--- src/rtl/core/cmph_pkg.sv ---
// ----------------------------------------------------------------------------
// cmph_pkg: shared types and constants for the compass heading block
// Command codes, sequencer states, CORDIC angle units and arctangent table.
// ----------------------------------------------------------------------------
package cmph_pkg;

    // Command codes carried by an input item
    localparam logic [1:0] CMD_CLEAR   = 2'd0;
    localparam logic [1:0] CMD_CAL     = 2'd1;
    localparam logic [1:0] CMD_HEADING = 2'd2;

    // Field widths
    localparam int SAMPLE_W  = 16;
    localparam int DELTA_W   = 17;
    localparam int HEADING_W = 15;

    // CORDIC datapath: 17 bit delta scaled by 2^24, plus growth headroom
    localparam int FRAC_SHIFT = 24;
    localparam int VEC_W      = 45;
    localparam int ANG_W      = 24;

    // Angle accumulator in 1/16384 degree
    localparam logic signed [ANG_W-1:0] ANG_FULL = 24'sd5898240;
    localparam logic signed [ANG_W-1:0] ANG_HALF = 24'sd2949120;
    localparam logic [ANG_W-1:0]        ANG_RND  = 24'd128;

    // Heading in 1/64 degree: 360 degrees
    localparam logic [HEADING_W-1:0] HEADING_FULL = 15'd23040;

    localparam int ATAN_ENTRIES = 24;
    localparam int ATAN_IDX_W   = 5;

    typedef enum logic [2:0] {
        S_IDLE,
        S_CENTER,
        S_SETUP,
        S_LAUNCH,
        S_CORDIC,
        S_DONE
    } seq_state_t;

    typedef enum logic [1:0] {
        C_IDLE,
        C_ROTATE,
        C_WRAP,
        C_ROUND
    } cordic_state_t;

    typedef struct packed {
        logic load;   // item accepted this cycle
        logic eval;   // refresh centers and calibrated flag
    } minmax_ctl_t;

    typedef struct packed {
        logic busy;
        logic done;
    } cordic_stat_t;

    // atan(2^-i) in 1/16384 degree, rounded to nearest
    function automatic logic signed [ANG_W-1:0] atan_lookup(
        input logic [ATAN_IDX_W-1:0] idx
    );
        logic signed [ANG_W-1:0] val;
        case (idx)
            5'd0:    val = 24'sd737280;
            5'd1:    val = 24'sd435242;
            5'd2:    val = 24'sd229970;
            5'd3:    val = 24'sd116736;
            5'd4:    val = 24'sd58595;
            5'd5:    val = 24'sd29326;
            5'd6:    val = 24'sd14667;
            5'd7:    val = 24'sd7334;
            5'd8:    val = 24'sd3667;
            5'd9:    val = 24'sd1833;
            5'd10:   val = 24'sd917;
            5'd11:   val = 24'sd458;
            5'd12:   val = 24'sd229;
            5'd13:   val = 24'sd115;
            5'd14:   val = 24'sd57;
            5'd15:   val = 24'sd29;
            5'd16:   val = 24'sd14;
            5'd17:   val = 24'sd7;
            5'd18:   val = 24'sd4;
            5'd19:   val = 24'sd2;
            5'd20:   val = 24'sd1;
            default: val = 24'sd0;
        endcase
        return val;
    endfunction

endpackage

--- src/rtl/core/cmph_minmax.sv ---
// ----------------------------------------------------------------------------
// cmph_minmax: hard-iron extreme tracker
// Keeps per-axis running min/max, derives centers and the calibrated flag.
// ----------------------------------------------------------------------------
module cmph_minmax
    import cmph_pkg::*;
(
    input  logic                       clk,
    input  logic                       rst_n,
    input  minmax_ctl_t                ctl,
    input  logic [1:0]                 command,
    input  logic signed [SAMPLE_W-1:0] mag_x,
    input  logic signed [SAMPLE_W-1:0] mag_y,
    input  logic [SAMPLE_W-1:0]        threshold,
    output logic signed [SAMPLE_W-1:0] center_x,
    output logic signed [SAMPLE_W-1:0] center_y,
    output logic                       calibrated
);

    logic signed [SAMPLE_W-1:0] max_x_reg, max_x_next;
    logic signed [SAMPLE_W-1:0] min_x_reg, min_x_next;
    logic signed [SAMPLE_W-1:0] max_y_reg, max_y_next;
    logic signed [SAMPLE_W-1:0] min_y_reg, min_y_next;
    logic                       have_sample_reg, have_sample_next;
    logic signed [SAMPLE_W-1:0] center_x_reg, center_x_next;
    logic signed [SAMPLE_W-1:0] center_y_reg, center_y_next;
    logic                       calibrated_reg, calibrated_next;

    logic signed [DELTA_W-1:0] sum_x, sum_y;
    logic [DELTA_W-1:0]        spread_x, spread_y;

    always_comb
    begin
        max_x_next       = max_x_reg;
        min_x_next       = min_x_reg;
        max_y_next       = max_y_reg;
        min_y_next       = min_y_reg;
        have_sample_next = have_sample_reg;
        if (ctl.load)
        begin
            case (command)
                CMD_CLEAR:
                begin
                    max_x_next       = '0;
                    min_x_next       = '0;
                    max_y_next       = '0;
                    min_y_next       = '0;
                    have_sample_next = 1'b0;
                end
                CMD_CAL:
                begin
                    // seed all extremes from the first sample
                    if (!have_sample_reg)
                    begin
                        max_x_next = mag_x;
                        min_x_next = mag_x;
                        max_y_next = mag_y;
                        min_y_next = mag_y;
                    end
                    else
                    begin
                        if (mag_x > max_x_reg) max_x_next = mag_x;
                        if (mag_x < min_x_reg) min_x_next = mag_x;
                        if (mag_y > max_y_reg) max_y_next = mag_y;
                        if (mag_y < min_y_reg) min_y_next = mag_y;
                    end
                    have_sample_next = 1'b1;
                end
                default:
                begin
                end
            endcase
        end
    end

    // center = (max + min) >>> 1, spread = max - min (never negative)
    assign sum_x    = DELTA_W'(max_x_reg) + DELTA_W'(min_x_reg);
    assign sum_y    = DELTA_W'(max_y_reg) + DELTA_W'(min_y_reg);
    assign spread_x = DELTA_W'(max_x_reg) - DELTA_W'(min_x_reg);
    assign spread_y = DELTA_W'(max_y_reg) - DELTA_W'(min_y_reg);

    always_comb
    begin
        center_x_next   = center_x_reg;
        center_y_next   = center_y_reg;
        calibrated_next = calibrated_reg;
        if (ctl.eval)
        begin
            center_x_next   = sum_x[DELTA_W-1:1];
            center_y_next   = sum_y[DELTA_W-1:1];
            calibrated_next = (spread_x > {1'b0, threshold}) &&
                              (spread_y > {1'b0, threshold});
        end
    end

    always_ff @(posedge clk or negedge rst_n)
    begin
        if (!rst_n)
        begin
            max_x_reg       <= '0;
            min_x_reg       <= '0;
            max_y_reg       <= '0;
            min_y_reg       <= '0;
            have_sample_reg <= 1'b0;
            center_x_reg    <= '0;
            center_y_reg    <= '0;
            calibrated_reg  <= 1'b0;
        end
        else
        begin
            max_x_reg       <= max_x_next;
            min_x_reg       <= min_x_next;
            max_y_reg       <= max_y_next;
            min_y_reg       <= min_y_next;
            have_sample_reg <= have_sample_next;
            center_x_reg    <= center_x_next;
            center_y_reg    <= center_y_next;
            calibrated_reg  <= calibrated_next;
        end
    end

    assign center_x   = center_x_reg;
    assign center_y   = center_y_reg;
    assign calibrated = calibrated_reg;

endmodule

--- src/rtl/core/cmph_cordic.sv ---
// ----------------------------------------------------------------------------
// cmph_cordic: iterative vectoring CORDIC
// One shift/add rotation per cycle, then wrap to [0,360) and round.
// ----------------------------------------------------------------------------
module cmph_cordic
    import cmph_pkg::*;
#(
    parameter int CORDIC_STEPS = 16
)
(
    input  logic                        clk,
    input  logic                        rst_n,
    input  logic                        start,
    input  logic signed [DELTA_W-1:0]   dx,
    input  logic signed [DELTA_W-1:0]   dy,
    output cordic_stat_t                stat,
    output logic [HEADING_W-1:0]        angle
);

    localparam int NSTEPS = (CORDIC_STEPS < ATAN_ENTRIES) ? CORDIC_STEPS : ATAN_ENTRIES;
    localparam logic [ATAN_IDX_W-1:0] LAST_STEP = ATAN_IDX_W'(NSTEPS - 1);

    cordic_state_t state_reg, state_next;
    logic [ATAN_IDX_W-1:0]    step_reg, step_next;
    logic signed [VEC_W-1:0]  x_reg, x_next;
    logic signed [VEC_W-1:0]  y_reg, y_next;
    logic signed [ANG_W-1:0]  z_reg, z_next;

    logic signed [VEC_W-1:0]  x_init, y_init, x_sh, y_sh;
    logic signed [ANG_W-1:0]  atan_val;
    logic [ANG_W-1:0]         z_rnd;
    logic [HEADING_W-1:0]     angle_raw;

    assign x_init   = VEC_W'(dy) <<< FRAC_SHIFT;
    assign y_init   = VEC_W'(dx) <<< FRAC_SHIFT;
    assign x_sh     = x_reg >>> step_reg;
    assign y_sh     = y_reg >>> step_reg;
    assign atan_val = atan_lookup(step_reg);

    assign z_rnd     = $unsigned(z_reg) + ANG_RND;
    assign angle_raw = z_rnd[HEADING_W+7:8];

    always_comb
    begin
        state_next = state_reg;
        step_next  = step_reg;
        x_next     = x_reg;
        y_next     = y_reg;
        z_next     = z_reg;
        case (state_reg)
            C_IDLE:
            begin
                if (start)
                begin
                    // turn a vector pointing south by half a circle first
                    if (dy < 0)
                    begin
                        x_next = -x_init;
                        y_next = -y_init;
                        z_next = ANG_HALF;
                    end
                    else
                    begin
                        x_next = x_init;
                        y_next = y_init;
                        z_next = '0;
                    end
                    step_next  = '0;
                    state_next = C_ROTATE;
                end
            end
            C_ROTATE:
            begin
                if (y_reg > 0)
                begin
                    x_next = x_reg + y_sh;
                    y_next = y_reg - x_sh;
                    z_next = z_reg + atan_val;
                end
                else
                begin
                    x_next = x_reg - y_sh;
                    y_next = y_reg + x_sh;
                    z_next = z_reg - atan_val;
                end
                step_next = step_reg + 1'b1;
                if (step_reg == LAST_STEP)
                    state_next = C_WRAP;
            end
            C_WRAP:
            begin
                if (z_reg < 0)
                    z_next = z_reg + ANG_FULL;
                else if (z_reg >= ANG_FULL)
                    z_next = z_reg - ANG_FULL;
                state_next = C_ROUND;
            end
            C_ROUND:
            begin
                state_next = C_IDLE;
            end
            default:
            begin
                state_next = C_IDLE;
            end
        endcase
    end

    always_ff @(posedge clk or negedge rst_n)
    begin
        if (!rst_n)
        begin
            state_reg <= C_IDLE;
            step_reg  <= '0;
        end
        else
        begin
            state_reg <= state_next;
            step_reg  <= step_next;
        end
    end

    always_ff @(posedge clk)
    begin
        x_reg <= x_next;
        y_reg <= y_next;
        z_reg <= z_next;
    end

    // a full circle after rounding folds back to north
    assign angle     = (angle_raw >= HEADING_FULL) ? '0 : angle_raw;
    assign stat.busy = (state_reg != C_IDLE);
    assign stat.done = (state_reg == C_ROUND);

endmodule

--- src/rtl/core/compass_hard_iron_heading.sv ---
// ----------------------------------------------------------------------------
// compass_hard_iron_heading: hard-iron calibrated compass heading
// Min/max calibration of magnetometer X/Y and CORDIC atan2 heading.
// ----------------------------------------------------------------------------
// Each accepted item gives exactly one result item. A clear command drops
// the stored extremes, a calibration sample widens the per-axis min/max
// (the first one after reset or clear seeds them), and a heading sample
// subtracts the hard-iron centers and reports atan2(dx,dy) in 1/64 degree,
// 0 = +Y, 90 degrees = +X. A zero vector or any non-heading command
// returns the last heading with heading_valid low. The result always
// carries the current centers and the calibrated flag (both spreads
// strictly above spread_threshold). A heading item with a nonzero vector
// holds the input from accept until its result is loaded, and runs through
// the single shift/add CORDIC unit doing one rotation per cycle. Any other
// item, a zero vector included, skips the CORDIC. A result still waiting
// in the output register adds its wait to the next item. The input stalls
// while an item is at work; the result sits in its own register, so the
// next item can be accepted while it waits.
// Write spread_threshold only while the block is idle.
// ----------------------------------------------------------------------------
module compass_hard_iron_heading
    import cmph_pkg::*;
#(
    parameter int CORDIC_STEPS = 16
)
(
    input  logic                        clk,
    input  logic                        rst_n,
    // threshold register
    input  logic                        cfg_we,
    input  logic [SAMPLE_W-1:0]         cfg_wdata,
    // sample channel
    input  logic                        sample_valid,
    output logic                        sample_stall,
    input  logic [1:0]                  command,
    input  logic signed [SAMPLE_W-1:0]  mag_x,
    input  logic signed [SAMPLE_W-1:0]  mag_y,
    // result channel
    output logic                        result_valid,
    input  logic                        result_stall,
    output logic [HEADING_W-1:0]        heading,
    output logic                        heading_valid,
    output logic                        calibrated,
    output logic signed [SAMPLE_W-1:0]  center_x,
    output logic signed [SAMPLE_W-1:0]  center_y
);

    localparam logic [SAMPLE_W-1:0] THRESHOLD_RST = 16'd50;

    seq_state_t state_reg, state_next;

    logic [SAMPLE_W-1:0]        threshold_reg, threshold_next;
    logic [1:0]                 cmd_reg, cmd_next;
    logic signed [SAMPLE_W-1:0] mag_x_reg, mag_x_next;
    logic signed [SAMPLE_W-1:0] mag_y_reg, mag_y_next;
    logic signed [DELTA_W-1:0]  dx_reg, dx_next;
    logic signed [DELTA_W-1:0]  dy_reg, dy_next;
    logic                       heading_ok_reg, heading_ok_next;
    logic [HEADING_W-1:0]       last_heading_reg, last_heading_next;

    // result register
    logic                       result_valid_reg, result_valid_next;
    logic [HEADING_W-1:0]       heading_reg, heading_next;
    logic                       heading_valid_reg, heading_valid_next;
    logic                       calibrated_reg, calibrated_next;
    logic signed [SAMPLE_W-1:0] center_x_reg, center_x_next;
    logic signed [SAMPLE_W-1:0] center_y_reg, center_y_next;

    logic                       accept;
    logic                       out_free;
    logic                       load_result;
    logic                       cordic_start;
    minmax_ctl_t                mm_ctl;
    cordic_stat_t               cordic_stat;
    logic [HEADING_W-1:0]       cordic_angle;
    logic signed [SAMPLE_W-1:0] mm_center_x, mm_center_y;
    logic                       mm_calibrated;

    assign accept       = sample_valid && !sample_stall;
    assign sample_stall = (state_reg != S_IDLE);
    assign out_free     = !result_valid_reg || !result_stall;

    assign mm_ctl.load = accept;
    assign mm_ctl.eval = (state_reg == S_CENTER);

    cmph_minmax u_minmax (
        .clk        (clk),
        .rst_n      (rst_n),
        .ctl        (mm_ctl),
        .command    (command),
        .mag_x      (mag_x),
        .mag_y      (mag_y),
        .threshold  (threshold_reg),
        .center_x   (mm_center_x),
        .center_y   (mm_center_y),
        .calibrated (mm_calibrated)
    );

    cmph_cordic #(
        .CORDIC_STEPS (CORDIC_STEPS)
    ) u_cordic (
        .clk   (clk),
        .rst_n (rst_n),
        .start (cordic_start),
        .dx    (dx_reg),
        .dy    (dy_reg),
        .stat  (cordic_stat),
        .angle (cordic_angle)
    );

    // Sequencer: accept -> centers -> deltas -> launch -> CORDIC (nonzero heading only) -> result
    always_comb
    begin
        state_next        = state_reg;
        cmd_next          = cmd_reg;
        mag_x_next        = mag_x_reg;
        mag_y_next        = mag_y_reg;
        dx_next           = dx_reg;
        dy_next           = dy_reg;
        heading_ok_next   = heading_ok_reg;
        last_heading_next = last_heading_reg;
        cordic_start      = 1'b0;
        load_result       = 1'b0;
        case (state_reg)
            S_IDLE:
            begin
                if (accept)
                begin
                    cmd_next        = command;
                    mag_x_next      = mag_x;
                    mag_y_next      = mag_y;
                    heading_ok_next = 1'b0;
                    state_next      = S_CENTER;
                end
            end
            S_CENTER:
            begin
                // minmax refreshes centers and calibrated flag here
                state_next = S_SETUP;
            end
            S_SETUP:
            begin
                dx_next    = DELTA_W'(mag_x_reg) - DELTA_W'(mm_center_x);
                dy_next    = DELTA_W'(mag_y_reg) - DELTA_W'(mm_center_y);
                state_next = S_LAUNCH;
            end
            S_LAUNCH:
            begin
                // skip the CORDIC for a zero vector or a non-heading command
                if ((cmd_reg == CMD_HEADING) && ((dx_reg != '0) || (dy_reg != '0)))
                begin
                    cordic_start = 1'b1;
                    state_next   = S_CORDIC;
                end
                else
                begin
                    state_next = S_DONE;
                end
            end
            S_CORDIC:
            begin
                if (cordic_stat.done)
                begin
                    last_heading_next = cordic_angle;
                    heading_ok_next   = 1'b1;
                    state_next        = S_DONE;
                end
            end
            S_DONE:
            begin
                // hold here until the result register is free
                if (out_free)
                begin
                    load_result = 1'b1;
                    state_next  = S_IDLE;
                end
            end
            default:
            begin
                state_next = S_IDLE;
            end
        endcase
    end

    always_comb
    begin
        threshold_next = cfg_we ? cfg_wdata : threshold_reg;

        result_valid_next  = result_valid_reg && result_stall;
        heading_next       = heading_reg;
        heading_valid_next = heading_valid_reg;
        calibrated_next    = calibrated_reg;
        center_x_next      = center_x_reg;
        center_y_next      = center_y_reg;
        if (load_result)
        begin
            result_valid_next  = 1'b1;
            heading_next       = last_heading_reg;
            heading_valid_next = heading_ok_reg;
            calibrated_next    = mm_calibrated;
            center_x_next      = mm_center_x;
            center_y_next      = mm_center_y;
        end
    end

    always_ff @(posedge clk or negedge rst_n)
    begin
        if (!rst_n)
        begin
            state_reg        <= S_IDLE;
            threshold_reg    <= THRESHOLD_RST;
            heading_ok_reg   <= 1'b0;
            last_heading_reg <= '0;
            result_valid_reg <= 1'b0;
        end
        else
        begin
            state_reg        <= state_next;
            threshold_reg    <= threshold_next;
            heading_ok_reg   <= heading_ok_next;
            last_heading_reg <= last_heading_next;
            result_valid_reg <= result_valid_next;
        end
    end

    always_ff @(posedge clk)
    begin
        cmd_reg           <= cmd_next;
        mag_x_reg         <= mag_x_next;
        mag_y_reg         <= mag_y_next;
        dx_reg            <= dx_next;
        dy_reg            <= dy_next;
        heading_reg       <= heading_next;
        heading_valid_reg <= heading_valid_next;
        calibrated_reg    <= calibrated_next;
        center_x_reg      <= center_x_next;
        center_y_reg      <= center_y_next;
    end

    assign result_valid  = result_valid_reg;
    assign heading       = heading_reg;
    assign heading_valid = heading_valid_reg;
    assign calibrated    = calibrated_reg;
    assign center_x      = center_x_reg;
    assign center_y      = center_y_reg;

    // ------------------------------------------------------------------
    // Assertions
    // ------------------------------------------------------------------
    a_accept_to_center: assert property (@(posedge clk) disable iff (!rst_n)
        accept |=> (state_reg == S_CENTER))
        else $error("accepted item did not advance to center stage");

    a_cordic_owned: assert property (@(posedge clk) disable iff (!rst_n)
        cordic_stat.busy |-> (state_reg == S_CORDIC))
        else $error("CORDIC busy outside its sequencer state");

    a_heading_range: assert property (@(posedge clk) disable iff (!rst_n)
        (result_valid && heading_valid) |-> (heading < HEADING_FULL))
        else $error("heading out of range");

    a_valid_needs_cmd: assert property (@(posedge clk) disable iff (!rst_n)
        (state_reg == S_DONE && heading_ok_reg) |-> (cmd_reg == CMD_HEADING))
        else $error("fresh heading for a non-heading command");

endmodule
--- config.mk ---
export PLATFORM = sky130hd
export DESIGN_NAME = compass_hard_iron_heading
export DESIGN_NICKNAME = d
export VERILOG_FILES = /design/src/rtl/core/cmph_pkg.sv /design/src/rtl/core/cmph_minmax.sv /design/src/rtl/core/cmph_cordic.sv /design/src/rtl/core/compass_hard_iron_heading.sv
export SDC_FILE = /design/constraint.sdc
export NUM_CORES = 2
export LEC_CHECK = 0
export ABC_AREA = 1
export BUFFER_PORTS_ARGS = -buffer_cell sky130_fd_sc_hd__clkbuf_2
export CORE_MARGIN = 8
export CORE_UTILIZATION = 58
export CTS_CLUSTER_DIAMETER = 60
export CTS_CLUSTER_SIZE = 16
export DETAILED_ROUTE_END_ITERATION = 7
export PLACE_DENSITY = 0.86
export SLEW_MARGIN = 20
export SYNTH_ARGS = -nofsm -noshare
export SYNTH_HDL_FRONTEND = slang
export SYNTH_SLANG_ARGS = --single-unit
--- constraint.sdc ---
create_clock -name clk -period 10.71 [get_ports clk]
set_input_delay 1.071 -clock clk [delete_from_list [all_inputs] [get_ports clk]]
set_output_delay 1.071 -clock clk [all_outputs]
set_load 0.01 [all_outputs]
==> metrics.txt <==
Iteration-0 DRC Markers=3929; final estimated routing congestion in global placement=0.994; core area=61500 um2; detail-routed via count per cell=6.03; commonest non-fill, non-tap cell in the layout=sky130_fd_sc_hd__nand2_1; global-route wire length before repair=177000 um; count of fill cells added during filler insertion=5666; Layout Area Growth over Synthesis=6.15%; cells resized by post-CTS repair=0; maximum net fanout on the critical path=87; global-route usage over all layers=31.0%; hold violation count in the final report=0; Synth Net Count=5568; relative max-transition margin=24.9%; Synth top area share=19.3%; total of flip-flops plus latches after synthesis=372; share of the cycle needed by the critical path after routing=60.6%; Crit. End Element=flip-flop; startpoint kind of the worst setup timing path=flip-flop; # diodes=0; via count of the first global-routing pass=33.8k; Syn Std Cell Area=35900 um2; CTS tree=built; critical path data arrival time=6.82 ns; post-synthesis area per instance=6.93 um2; CTS max path bufs=3; final critical-path required period=6.49 ns; met3 routing resource usage after global routing=4.27%; number of standard cells after synthesis=5177; dominant cell type by count on the critical path=sky130_fd_sc_hd__nand2_1; number of slew-limit violations in the final report=0; H-tree Lvls=2; met1 layer usage reported by global route=39.9%; predominant post-synthesis flop cell=sky130_fd_sc_hd__edfxtp_1; slowest library cell on the worst path=sky130_fd_sc_hd__buf_4; length of the first detailed-routing pass in iterations=7; clock insertion delay at the later pin of the skew report=0.58 ns; Area contributors post-synth=sky130_fd_sc_hd__edfxtp_1 (19%), sky130_fd_sc_hd__nand2_1 (13%), sky130_fd_sc_hd__ha_1 (11%); antenna violations before repair=0; fmax=154 MHz; Final nets=5574; number of buffers created by CTS=38; Core Rows=91; worst setup skew after layout=0.0192 ns; initial core utilization=58.4%; number of enable flip-flop cells after synthesis=231; CP max stage delay=0.68 ns; leading cell types in the layout, fill and taps excluded=sky130_fd_sc_hd__nand2_1 (1260), sky130_fd_sc_hd__nand3_1 (584), sky130_fd_sc_hd__inv_1 (568), sky130_fd_sc_hd__a21oi_1 (414), sky130_fd_sc_hd__nor2_1 (403); I/O Buffers=105; kind of path behind the tightest hold check=primary input to async pin; run status=finished clean; share of post-route cells with drive strength above 1=6.31%; Die W=265 um; busiest layer in global routing=met2; clock-pin slew of the registers on the worst-case setup and hold paths=0.07 ns; Netlist cell types=67; setup violation total in the final timing report=0; detailed placement HPWL=87600 um; async set-reset flop share out of synthesis=37.9%; die footprint=70100 um2; pin count of the biggest net entering global routing=94; detail-routed net length per standard cell=18.9 um; number of I/O pins=106; sequential cell area fraction in the yosys report=29.2%; unrepaired setup endpoints after global routing=no; kind of critical path=flip-flop to flip-flop; Detailed Route WL=113000 um; DR DRC count=0; final-layout setup total negative slack=0 ns; number of warnings reported in the yosys synthesis log=0; vias post-DR=36.2k; global route overflow=0; post-synth top area cell=sky130_fd_sc_hd__edfxtp_1; number of sinks handled by clock tree synthesis=372; met2 global-route usage=51.3%; required time worst endpoint=11.05 ns; number of nets still failing antenna checks after routing=0; # Post-CTS Setup Buffers=0; height of the die=265 um; actual slew at the worst max-slew pin=1.12 ns; root buffer cell=sky130_fd_sc_hd__clkbuf_16; Max-cap violations=0; number of hold buffers added after CTS=0
==> cells in the mapped netlist, types with 7 or more instances <==
| master | instances |
|---|---|
| sky130_fd_sc_hd__nor4_1 | 11 |
| sky130_fd_sc_hd__o21ai_1 | 29 |
| sky130_fd_sc_hd__ha_1 | 327 |
| sky130_fd_sc_hd__o21ai_0 | 375 |
| sky130_fd_sc_hd__nand2_1 | 1260 |
| sky130_fd_sc_hd__or2_2 | 13 |
| sky130_fd_sc_hd__buf_6 | 17 |
| sky130_fd_sc_hd__o31ai_1 | 18 |
| sky130_fd_sc_hd__buf_2 | 51 |
| sky130_fd_sc_hd__buf_1 | 19 |
| sky130_fd_sc_hd__nor3_1 | 64 |
| sky130_fd_sc_hd__xnor2_1 | 43 |
| sky130_fd_sc_hd__xor2_1 | 142 |
| sky130_fd_sc_hd__o21a_1 | 34 |
| sky130_fd_sc_hd__clkbuf_1 | 72 |
| sky130_fd_sc_hd__o21ai_2 | 13 |
| sky130_fd_sc_hd__o221ai_1 | 8 |
| sky130_fd_sc_hd__nor2_1 | 407 |
| sky130_fd_sc_hd__a31oi_1 | 57 |
| sky130_fd_sc_hd__o22ai_1 | 11 |
| sky130_fd_sc_hd__a21boi_0 | 21 |
| sky130_fd_sc_hd__edfxtp_1 | 231 |
| sky130_fd_sc_hd__nand2_2 | 19 |
| sky130_fd_sc_hd__inv_1 | 570 |
| sky130_fd_sc_hd__o211ai_1 | 15 |
| sky130_fd_sc_hd__a21o_1 | 15 |
| sky130_fd_sc_hd__inv_2 | 24 |
| sky130_fd_sc_hd__nor2_2 | 17 |
| sky130_fd_sc_hd__nand4_1 | 46 |
| sky130_fd_sc_hd__o21bai_1 | 17 |
| sky130_fd_sc_hd__fa_1 | 9 |
| sky130_fd_sc_hd__a21oi_1 | 414 |
| sky130_fd_sc_hd__nand3b_1 | 8 |
| sky130_fd_sc_hd__buf_4 | 7 |
| sky130_fd_sc_hd__dfrtp_1 | 138 |
| sky130_fd_sc_hd__nand3_1 | 584 |
==> layer usage <==
metal  up-vias  part of all wire (%)
met5         -                     0
met4         0                   5.3
met3       340                   8.2
met2      1768                    46
met1     16581                    41
li1      17502                     -
==> layout make-up <==
class / count / area, um2 / area share [%]
inverter: 599 / 2250 / 5.92
timing repair buffer: 133 / 742 / 1.95
clock inverter: 22 / 274 / 0.719
sequential: 372 / 10500 / 27.5
clock buffer: 48 / 1020 / 2.68
tap: 790 / 988 / 2.59
multi-input combinational: 4039 / 22300 / 58.7
==> stage by stage <==
step	setup WS (ns)	area, um2	hold slack, ns	instances	util [%]
6_report	4.22	38100	0.351	6003	62.0
5_1_grt	3.87	38100	0.356	6003	62.0
4_1_cts	4.51	38100	0.340	6003	62.0
3_5_place_dp	4.55	36800	0.434	5933	59.9
3_3_place_gp	4.64	36800	0.430	5933	59.9
2_1_floorplan	6.41	35900	0.425	5177	-
==> worst max-delay path: cells and delay by family, from the launching register on <==
family / cells / cell delay [ns]
xor+xnor: 1 / 0.15
fa+ha+maj: 1 / 0.35
simple gates: 14 / 1.75
buf+inv: 8 / 1.63
flops: 1 / 0.34
compound gates: 6 / 2.00
==> final timing paths <==
| path | startpoint | end | slack [ns] | cells past startpoint |
|---|---|---|---|---|
| max | u_cordic.step_reg[1] | u_cordic.x_reg[44] | 4.22 | 30 |
| max in group asynchronous | rst_n | u_minmax.max_x_reg[9] | 8.48 | 3 |
| min in group clk | last_heading_reg[2] | heading[2] | 0.45 | 0 |
| min reg2reg | last_heading_reg[2] | heading[2] | 0.45 | 0 |
| min | rst_n | last_heading_reg[0] | 0.35 | 1 |
| max reg2reg | u_cordic.step_reg[1] | u_cordic.x_reg[44] | 4.22 | 30 |
==> kinds of logic after synthesis <==
family / after synthesis / synth area share (%)
simple gates: 2456 / 29.2
compound gates: 1061 / 16.6
buf+inv: 766 / 8.66
flops: 372 / 29.2
fa+ha+maj: 336 / 11.9
xor+xnor: 185 / 4.51
mux: 1 / 0.0314
Power is left out: the tool's default activity adds up to more than one toggle a clock period on the data nets, which glitch-free logic cannot reach.
